$ cat src/rtl/bpw_pkg.sv
// Shared widths, reset values, register indexes, input action codes and step-direction codes for the point walker.
package bpw_pkg;

  // Coordinate and error widths
  localparam int unsigned X_W   = 9;
  localparam int unsigned Y_W   = 8;
  localparam int unsigned ERR_W = 10;

  // Packed stream widths, padded to whole bytes
  localparam int unsigned S_DATA_W = 24;
  localparam int unsigned M_DATA_W = 24;

  // Configuration port
  localparam int unsigned ADDR_W = 3;
  localparam int unsigned CFG_W  = 32;

  // Register indexes (byte address is 4 * index)
  localparam logic REG_START_X = 1'b0;
  localparam logic REG_START_Y = 1'b1;

  // Reset values of the start position
  localparam logic [X_W-1:0] START_X_RST = 9'h094;
  localparam logic [Y_W-1:0] START_Y_RST = 8'h50;

  // Input action codes
  localparam logic ACT_START = 1'b0;
  localparam logic ACT_STEP  = 1'b1;

  // Step direction along one axis
  typedef enum logic [1:0] {
    DIR_NONE = 2'd0,
    DIR_POS  = 2'd1,
    DIR_NEG  = 2'd3
  } dir_t;

endpackage

$ cat src/rtl/bresenham_point_walker.sv
// Bresenham point walker: start/step stream in, one position result per transaction out.
//
// Usage:
//   Slave stream (s_*) carries one command per transaction. s_tuser is the action:
//   0 starts a new walk from the configured start position toward the target in
//   s_tdata, 1 takes one pixel step along the current line.
//   Master stream (m_*) returns one result per command: position in m_tdata and
//   the done flag in m_tuser. Done is set once the major coordinate hits the
//   target; later steps hold the position with done kept set.
//   The APB port sets start_x (address 0) and start_y (address 4); write it only
//   while no command is in flight.
// Timing:
//   m_tvalid and the result are registered at the accepting edge. The walker state
//   updates in the same cycle as the command is accepted, so a new command can be
//   taken every cycle: one command per cycle sustained while m_tready stays high.
//   While the receiver stalls, the result register holds and s_tready drops
//   until the result is taken; s_tready is high again in the taking cycle.
// Reset:
//   Synchronous active-high rst clears the walk state to zero (x major, no
//   movement), reloads start 148,80 and empties the result register.
module bresenham_point_walker (
  input  logic                           clk,
  input  logic                           rst,
  // Command stream
  input  logic                           s_tvalid,
  output logic                           s_tready,
  input  logic [bpw_pkg::S_DATA_W-1:0]   s_tdata,   // [8:0] target_x, [16:9] target_y
  input  logic                           s_tuser,   // [0] action
  // Result stream
  output logic                           m_tvalid,
  input  logic                           m_tready,
  output logic [bpw_pkg::M_DATA_W-1:0]   m_tdata,   // [8:0] pos_x, [16:9] pos_y
  output logic                           m_tuser,   // [0] done_res
  // Configuration
  input  logic                           psel,
  input  logic                           penable,
  input  logic                           pwrite,
  input  logic [bpw_pkg::ADDR_W-1:0]     paddr,
  input  logic [bpw_pkg::CFG_W-1:0]      pwdata,
  output logic [bpw_pkg::CFG_W-1:0]      prdata,
  output logic                           pready
);
  import bpw_pkg::*;

  // Configuration registers
  logic [X_W-1:0] start_x;
  logic [Y_W-1:0] start_y;

  // Walk state
  logic [X_W-1:0]   cur_x, cur_x_next;
  logic [Y_W-1:0]   cur_y, cur_y_next;
  logic [X_W-1:0]   goal_x, goal_x_next;
  logic [Y_W-1:0]   goal_y, goal_y_next;
  dir_t             dir_x, dir_x_next;
  dir_t             dir_y, dir_y_next;
  logic [X_W-1:0]   delta_x, delta_x_next;
  logic [Y_W-1:0]   delta_y, delta_y_next;
  logic [ERR_W-1:0] error_acc, error_acc_next;
  logic             y_major, y_major_next;
  logic             reached, reached_next;

  // Start-item arithmetic
  logic [X_W-1:0] tgt_x;
  logic [Y_W-1:0] tgt_y;

  // Step-item arithmetic
  logic [ERR_W-1:0] major_d, minor_d;
  logic             minor_go;
  logic [ERR_W:0]   err_sum;
  logic [X_W-1:0]   step_x;
  logic [Y_W-1:0]   step_y;

  logic accept;
  logic cfg_wr;

  assign accept   = s_tvalid & s_tready;
  assign s_tready = ~m_tvalid | m_tready;

  assign tgt_x = s_tdata[X_W-1:0];
  assign tgt_y = s_tdata[X_W+Y_W-1:X_W];

  // APB access: always ready, reads return the register
  assign pready = 1'b1;
  assign cfg_wr = psel & penable & pwrite & pready;

  always_comb begin
    unique case (paddr[2])
      REG_START_X: prdata = {{(CFG_W-X_W){1'b0}}, start_x};
      REG_START_Y: prdata = {{(CFG_W-Y_W){1'b0}}, start_y};
      default:     prdata = '0;
    endcase
  end

  always_ff @(posedge clk) begin
    if (rst) begin
      start_x <= START_X_RST;
      start_y <= START_Y_RST;
    end else if (cfg_wr) begin
      if (paddr[2] == REG_START_X) begin
        start_x <= pwdata[X_W-1:0];
      end else begin
        start_y <= pwdata[Y_W-1:0];
      end
    end
  end

  // One position step for each axis along its direction
  always_comb begin
    unique case (dir_x)
      DIR_POS: step_x = cur_x + X_W'(1);
      DIR_NEG: step_x = cur_x - X_W'(1);
      default: step_x = cur_x;
    endcase
    unique case (dir_y)
      DIR_POS: step_y = cur_y + Y_W'(1);
      DIR_NEG: step_y = cur_y - Y_W'(1);
      default: step_y = cur_y;
    endcase
  end

  // Error update: minor axis moves when error is below the minor delta
  always_comb begin
    if (y_major) begin
      major_d = {{(ERR_W-Y_W){1'b0}}, delta_y};
      minor_d = {{(ERR_W-X_W){1'b0}}, delta_x};
    end else begin
      major_d = {{(ERR_W-X_W){1'b0}}, delta_x};
      minor_d = {{(ERR_W-Y_W){1'b0}}, delta_y};
    end
    minor_go = error_acc < minor_d;
    err_sum  = {1'b0, error_acc} + (minor_go ? {1'b0, major_d} : '0) - {1'b0, minor_d};
  end

  // Next walk state
  always_comb begin
    cur_x_next     = cur_x;
    cur_y_next     = cur_y;
    goal_x_next    = goal_x;
    goal_y_next    = goal_y;
    dir_x_next     = dir_x;
    dir_y_next     = dir_y;
    delta_x_next   = delta_x;
    delta_y_next   = delta_y;
    error_acc_next = error_acc;
    y_major_next   = y_major;
    reached_next   = reached;

    if (s_tuser == ACT_START) begin
      // Load a new line from the start position
      cur_x_next  = start_x;
      cur_y_next  = start_y;
      goal_x_next = tgt_x;
      goal_y_next = tgt_y;
      if (tgt_x > start_x) begin
        dir_x_next   = DIR_POS;
        delta_x_next = tgt_x - start_x;
      end else if (tgt_x < start_x) begin
        dir_x_next   = DIR_NEG;
        delta_x_next = start_x - tgt_x;
      end else begin
        dir_x_next   = DIR_NONE;
        delta_x_next = '0;
      end
      if (tgt_y > start_y) begin
        dir_y_next   = DIR_POS;
        delta_y_next = tgt_y - start_y;
      end else if (tgt_y < start_y) begin
        dir_y_next   = DIR_NEG;
        delta_y_next = start_y - tgt_y;
      end else begin
        dir_y_next   = DIR_NONE;
        delta_y_next = '0;
      end
      // y is major only when strictly longer
      if ({1'b0, delta_y_next} > delta_x_next) begin
        y_major_next   = 1'b1;
        error_acc_next = {{(ERR_W-Y_W+1){1'b0}}, delta_y_next[Y_W-1:1]};
      end else begin
        y_major_next   = 1'b0;
        error_acc_next = {{(ERR_W-X_W+1){1'b0}}, delta_x_next[X_W-1:1]};
      end
      reached_next = 1'b0;
    end else if (!reached) begin
      // One pixel along the major axis, maybe one along the minor
      error_acc_next = err_sum[ERR_W-1:0];
      if (y_major) begin
        cur_y_next   = step_y;
        if (minor_go) begin
          cur_x_next = step_x;
        end
        reached_next = (step_y == goal_y);
      end else begin
        cur_x_next   = step_x;
        if (minor_go) begin
          cur_y_next = step_y;
        end
        reached_next = (step_x == goal_x);
      end
    end
  end

  always_ff @(posedge clk) begin
    if (rst) begin
      cur_x     <= '0;
      cur_y     <= '0;
      goal_x    <= '0;
      goal_y    <= '0;
      dir_x     <= DIR_NONE;
      dir_y     <= DIR_NONE;
      delta_x   <= '0;
      delta_y   <= '0;
      error_acc <= '0;
      y_major   <= 1'b0;
      reached   <= 1'b0;
    end else if (accept) begin
      cur_x     <= cur_x_next;
      cur_y     <= cur_y_next;
      goal_x    <= goal_x_next;
      goal_y    <= goal_y_next;
      dir_x     <= dir_x_next;
      dir_y     <= dir_y_next;
      delta_x   <= delta_x_next;
      delta_y   <= delta_y_next;
      error_acc <= error_acc_next;
      y_major   <= y_major_next;
      reached   <= reached_next;
    end
  end

  // Result register
  always_ff @(posedge clk) begin
    if (rst) begin
      m_tvalid <= 1'b0;
    end else if (accept) begin
      m_tvalid <= 1'b1;
    end else if (m_tready) begin
      m_tvalid <= 1'b0;
    end
  end

  always_ff @(posedge clk) begin
    if (accept) begin
      m_tdata <= {{(M_DATA_W-X_W-Y_W){1'b0}}, cur_y_next, cur_x_next};
      m_tuser <= reached_next;
    end
  end

endmodule
$ cat config.mk
export PLATFORM = sky130hd
export DESIGN_NAME = bresenham_point_walker
export DESIGN_NICKNAME = d
export VERILOG_FILES = /design/src/rtl/bpw_pkg.sv /design/src/rtl/bresenham_point_walker.sv
export SDC_FILE = /design/constraint.sdc
export NUM_CORES = 1
export LEC_CHECK = 0
export BUFFER_PORTS_ARGS = -buffer_cell sky130_fd_sc_hd__buf_2
export CORE_MARGIN = 3
export CORE_UTILIZATION = 30
export CTS_CLUSTER_SIZE = 28
export DETAILED_ROUTE_END_ITERATION = 8
export GPL_TIMING_DRIVEN = 0
export SYNTH_ARGS = -nofsm -noshare
export SYNTH_HDL_FRONTEND = slang
export SYNTH_SLANG_ARGS = --single-unit
$ cat constraint.sdc
create_clock -name clk -period 6 [get_ports clk]
set_clock_uncertainty 0.1 [all_clocks]
set_input_delay 1.2 -clock clk [delete_from_list [all_inputs] [get_ports clk]]
set_output_delay 1.2 -clock clk [all_outputs]
set_load 0.005 [all_outputs]
## After elaboration in Yosys (flattened, before gate mapping)

Index checks and enable logic that the tools add are counted.

| storage, ports and cells | value |
|---|---|
| register bits after elaboration | 103 |
| bits of input ports | 67 |

| cells by class | value |
|---|---|
| add/subtract/negate cells | 10 |
| magnitude comparators | 6 |
| equality and inequality tests | 7 |
| mux-type cells | 33 |
| bitwise gates (word level) | 7 |
| reduce and logical (&&, ||, !) cells | 5 |

Operators by type and width:

| operator | number |
|---|---|
| $mux 9 | 9 |
| $mux 8 | 8 |
| $pmux 32 s2 | 1 |
| $mux 10 | 3 |
| $pmux 9 s2 | 1 |
| $sub 9x9->9 | 2 |
| $pmux 8 s2 | 1 |
| $sub 8x8->8 | 2 |
| $add 10x10->10 | 1 |
| $lt 10x10->1 | 1 |
| $sub 10x10->10 | 1 |
| $add 9x1->9 const B | 1 |
| $eq 9x9->1 | 1 |
| $gt 8x9->1 | 1 |
| $gt 9x9->1 | 1 |
| $lt 9x9->1 | 1 |
| $sub 9x1->9 const B | 1 |
| $add 8x1->8 const B | 1 |
| $eq 8x8->1 | 1 |
| $gt 8x8->1 | 1 |
| $lt 8x8->1 | 1 |
| $mux 2 | 4 |
| $reduce_and 2->1 | 4 |
| $sub 8x1->8 const B | 1 |
| other kinds (8) | 19 |

## Logic depth before layout (Yosys ltp)

| logic depth | value |
|---|---|
| depth in word-level cells | 7 |
| gate-level depth with buffers | 22 |
| mapped depth without buffers | 20 |

## Worst setup path before layout

Ideal clock, no wire load.

| path | value |
|---|---|
| kind | register to register |
| start | reg y_major |
| end | reg error_acc[9] |
| setup time | 0.075 ns |
| data arrival time | 4.830 ns |
| slack | 0.995 ns |
| stages on the path, launching flop included | 21 |
| path through | dfxtp_1 > buf_1 > clkbuf_1 > mux2i_1 > ha_1 > a21boi_1 > o31a_1 > o32ai_2 > buf_4 > nand2_1 > fa_1 > inv_1 > ha_1 > a21o_1 > a21oi_1 > o211ai_1 > a31o_2 > a21oi_1 > xor2_1 > or4_1 > a31oi_1 |

| on the way | value |
|---|---|
| cells in the longest elaborated chain, start to end | 7 |
| elaborated cells between the ends (all ways) | 8 |
| those cells by class | add/sub: 2; order compare: 1; mux: 5 |

RTL lines:

| what | RTL line | source |
|---|---|---|
| from (decl) | bresenham_point_walker.sv:59 | `logic y_major, y_major_next;` |
| from (signal assigned) | bresenham_point_walker.sv:225 | `y_major <= y_major_next;` |
| $mux 9 | bresenham_point_walker.sv:123 | `if (y_major) begin` |
| $lt 10x10->1 | bresenham_point_walker.sv:130 | `minor_go = error_acc < minor_d;` |
| $mux 10 | bresenham_point_walker.sv:131 | `err_sum = {1'b0, error_acc} + (minor_go ? {1'b0, major_d} : '0) - {1'b0, minor_d};` |
| $add 10x10->10 | bresenham_point_walker.sv:131 |  |
| $sub 10x10->10 (*) | bresenham_point_walker.sv:131 |  |
| $mux 10 (*) | bresenham_point_walker.sv:183 | `end else if (!reached) begin` |
| $mux 10 (*) | bresenham_point_walker.sv:148 | `if (s_tuser == ACT_START) begin` |
| to (signal assigned) | bresenham_point_walker.sv:224 | `error_acc <= error_acc_next;` |
| to (decl) | bresenham_point_walker.sv:58 | `logic [ERR_W-1:0] error_acc, error_acc_next;` |

Every way passes the cells marked *; elsewhere a longest branch is shown, timed or not. The select of a mux whose other input is x is not followed.
A chain may end at the register's enable or synchronous reset.

## Worst setup path in the final report

Ends and elaborated chain as after synthesis.

==> summary.txt <==
Power and ir drop
  – PwrDens: 268 nW/µm²
  – Clock power frac: 25.6%
  – Sw frac: 38.0%
  – Leakage: 4.28 nW
  – Internal cell power: 0.00161 W
  – Logic pwr share: 42.8%
  – Sequential share of power: 31.6%
  – Max VDD drop: 0.135 mV
  – Net Sw Power: 0.000984 W

Clock tree
  – Clock latency on the worst-skew pair: 360 ps
  – Max clock buf depth: 2
  – CTS sink count: 103
  – Clock Tree Root: clkbuf_16
  – CTS tree: built
  – # H-tree levels: 3
  – # hold bufs at CTS: 0
  – Setup bufs post-CTS: 0
  – Num CTS Buffers: 9
  – Worst-path clk slew: 70 ps

Timing
  – Actual slew at the worst max-slew pin: 1310 ps
  – RSZ-0062 raised after global routing: no
  – Final Worst Setup Slack: 292 ps
  – Final Hold Slack: 377 ps
  – Final Critical Period: 5710 ps
  – Final setup violation count: 0
  – Rel. slew slack: 12.6%
  – Tcrit/Tclk final: 95.1%
  – Fin. Hold Viols: 0
  – Upper clock frequency limit: 175 MHz
  – Max-slew violation count: 0

Status
  – Status: finished, final reports clean

Synth
  – EDFF count, synth: 18
  – Synth area leader: dfxtp_1
  – Most used DFF post-synth: dfxtp_1
  – Seq/Total Area, Yosys: 26.5%
  – Avg Cell Area, Syn: 7.93 µm²
  – Share of flip-flops with an asynchronous set or reset: 0%
  – Cell with the most instances after synthesis: nand2_1
  – Commonest cells post-synth: nand2_1 (137), inv_1 (94), dfxtp_1 (85), a21oi_1 (83), ha_1 (71)
  – Largest cells by area after synthesis: dfxtp_1 (20%), ha_1 (10%), edfxtp_1 (6.4%), nand2_1 (6.1%), a21oi_1 (4.9%)
  – Yosys Warn Count: 0
  – Synthesized flop and latch total: 103
  – Cell count after synthesis: 1067
  – Share of the synthesized area in the top cell type: 20.1%
  – Yosys cell types: 77
  – Synthesized area: 8470 µm²

GRT
  – Global route overflow: 0
  – Initial antenna violation count: 0
  – First-pass GRT wire length: 42.4 mm
  – Total GRT Usage: 17.8%
  – Largest net degree at the start of global routing: 28
  – Vias in the first global route: 7465

Worst setup path
  – Worst Path Required: 6180 ps
  – WP data arrival: 5890 ps
  – CP Capture Type: register
  – CP Max Fanout: 10
  – Crit Path Class: reg -> reg
  – Worst Setup Start Kind: register

Placement
  – HPWL after detailed placement: 22.0 mm
  – Port bufs: 62
  – Pre-CTS setup slack: -62.9 ps
  – Placed Cells: 1530
  – GP Congestion: 0.922

Routing
  – Detailed-route vias per instance: 5.19
  – DRT Wirelength: 27.7 mm
  – Iter 0 DRT Violations: 835
  – Routed length per instance: 17.9 µm
  – DRC: 0
  – Post-DRT Antenna Nets: 0
  – TritonRoute pass-1 iters: 5
  – Vias: 8020

Floorplan
  – Die Footprint: 30300 µm²
  – Site Rows: 60
  – Die height: 174 µm
  – Die Wd: 174 µm
  – Starting Density: 31.0%
  – # IOs: 127
  – Core area: 27300 µm²

Cells and area
  – FF/Latch Area: 2240 µm²
  – Layout Cells excl Fill: 1546
  – FILL cells: 2919
  – Final Util: 35.4%
  – Post-layout nets: 1322
  – Share of cells above drive strength 1: 12.6%
  – Multi-input logic area: 5540 µm²
  – Area growth syn-to-layout: 14.4%
  – N_diodes: 0

Hold path
  – Hold Path Class: reg -> reg

Run
  – Number of max-cap violations: 0
area by class of cell:
cell class,instances,area share (%)
multi-input combinational,818,57.2
sequential,103,23.1
tap,372,4.80
buffer,79,4.46
inverter,96,3.72
timing repair buffer,62,3.20
clock buffer,12,2.65
clock inverter,4,0.801
stage by stage:
step	area (µm²)	setup TNS (ps)	power, W
after floorplan	8570	0	0.00164
after global placement	9350	0	0.00190
after detailed placement	9350	-62.9	0.00191
after CTS	9690	0	0.00258
after global routing	9690	0	0.00275
final	9690	0	0.00259
state kept, by name, summed over array words and instances (netlist names):
| register | count |
|---|---|
| start_x | 9 |
| delta_y | 8 |
| m_tuser | 1 |
| dir_y | 2 |
| cur_y | 8 |
| m_tvalid | 1 |
| y_major | 1 |
| error_acc | 10 |
| dir_x | 2 |
| goal_y | 8 |
| reached | 1 |
| goal_x | 9 |
| delta_x | 9 |
| m_tdata | 17 |
| start_y | 8 |
| cur_x | 9 |
worst paths after layout:
| kind | from | end | slack [ps] | cells past startpoint |
|---|---|---|---|---|
| setup / recovery | y_major$_SDFFE_PP0P_ | error_acc[9]$_SDFFE_PP0P_ | 290 | 19 |
| hold / removal | goal_y[2]$_SDFFE_PP0P_ | goal_y[2]$_SDFFE_PP0P_ | 380 | 2 |
| setup reg to reg | y_major$_SDFFE_PP0P_ | error_acc[9]$_SDFFE_PP0P_ | 290 | 19 |
| hold reg to reg | goal_y[2]$_SDFFE_PP0P_ | goal_y[2]$_SDFFE_PP0P_ | 380 | 2 |
critical path, stage by stage, from the launching register on:
cell and delay, ps:
dfxtp_1 480, clkbuf_2 370, clkbuf_2 380, mux2i_1 320, ha_1 280, o21a_1 200, o32ai_2 390, buf_4 290
nand2_1 90, fa_1 480, inv_1 60, ha_1 290, a21o_1 160, a21oi_1 290, o211ai_1 200, a31o_2 270
a21oi_1 170, xor2_1 120, or4_1 480, a31oi_1 190
cell usage in the layout (no fill, tap or decap), types with 10 or more instances in the layout:
cell      instances
nand2_1         137
inv_1            94
dfxtp_1          85
a21oi_1          83
ha_1             71
nor2_1           70
buf_2            69
o21ai_0          57
clkbuf_1         36
buf_4            33
conb_1           31
mux2i_1          29
nor3_1           25
nand3_1          23
xnor2_1          20
a211oi_1         20
xor2_1           19
edfxtp_1         18
o211ai_1         17
a21o_1           16
fa_1             15
o21a_1           14
mux2_2           12
a221oi_1         11
nand4_1          11
a31oi_1          11
o31ai_1          10
metal layers:
metal	global-route usage (%)	vias to the layer above	share of wire, %	wire length, µm
li1	-	3927	-	-
met1	26.0	3775	48	13400
met2	25.8	283	42	11500
met3	4.08	35	8.1	2230
met4	5.40	0	2.0	545
met5	0	-	0	0
timing repair:
action | in CTS | in global routing
endpoints found under the hold margin | 0 | 0
gates resized for setup | 1 | 1
endpoints found under the setup margin | 1 | 1
logic make-up (layout without fill, tap and decap cells):
| logic type | count (synthesis) | count (layout) | synth area share, % |
|---|---|---|---|
| other | 2 | 31 | 0.0887 |
| adder cells (fa/ha/maj) | 86 | 86 | 14.0 |
| XOR/XNOR | 39 | 39 | 4.03 |
| AND/OR/NAND/NOR | 312 | 312 | 16.6 |
| multiplexers | 44 | 44 | 5.47 |
| AO/OA/AOI/OAI | 306 | 306 | 24.0 |
| flip-flops | 103 | 103 | 26.5 |
| buffers and inverters | 175 | 253 | 9.33 |
power groups by stage:
stage | Clock, W | Sequential [W] | Combinational (W)
2_1_floorplan | 0 | 0.000815 | 0.000822
3_3_place_gp | 0 | 0.000831 | 0.00107
3_5_place_dp | 0 | 0.000832 | 0.00108
4_1_cts | 0.000670 | 0.000817 | 0.00109
5_1_grt | 0.000700 | 0.000824 | 0.00123
6_report | 0.000664 | 0.000818 | 0.00111
Power figures use the tool's default switching activity.
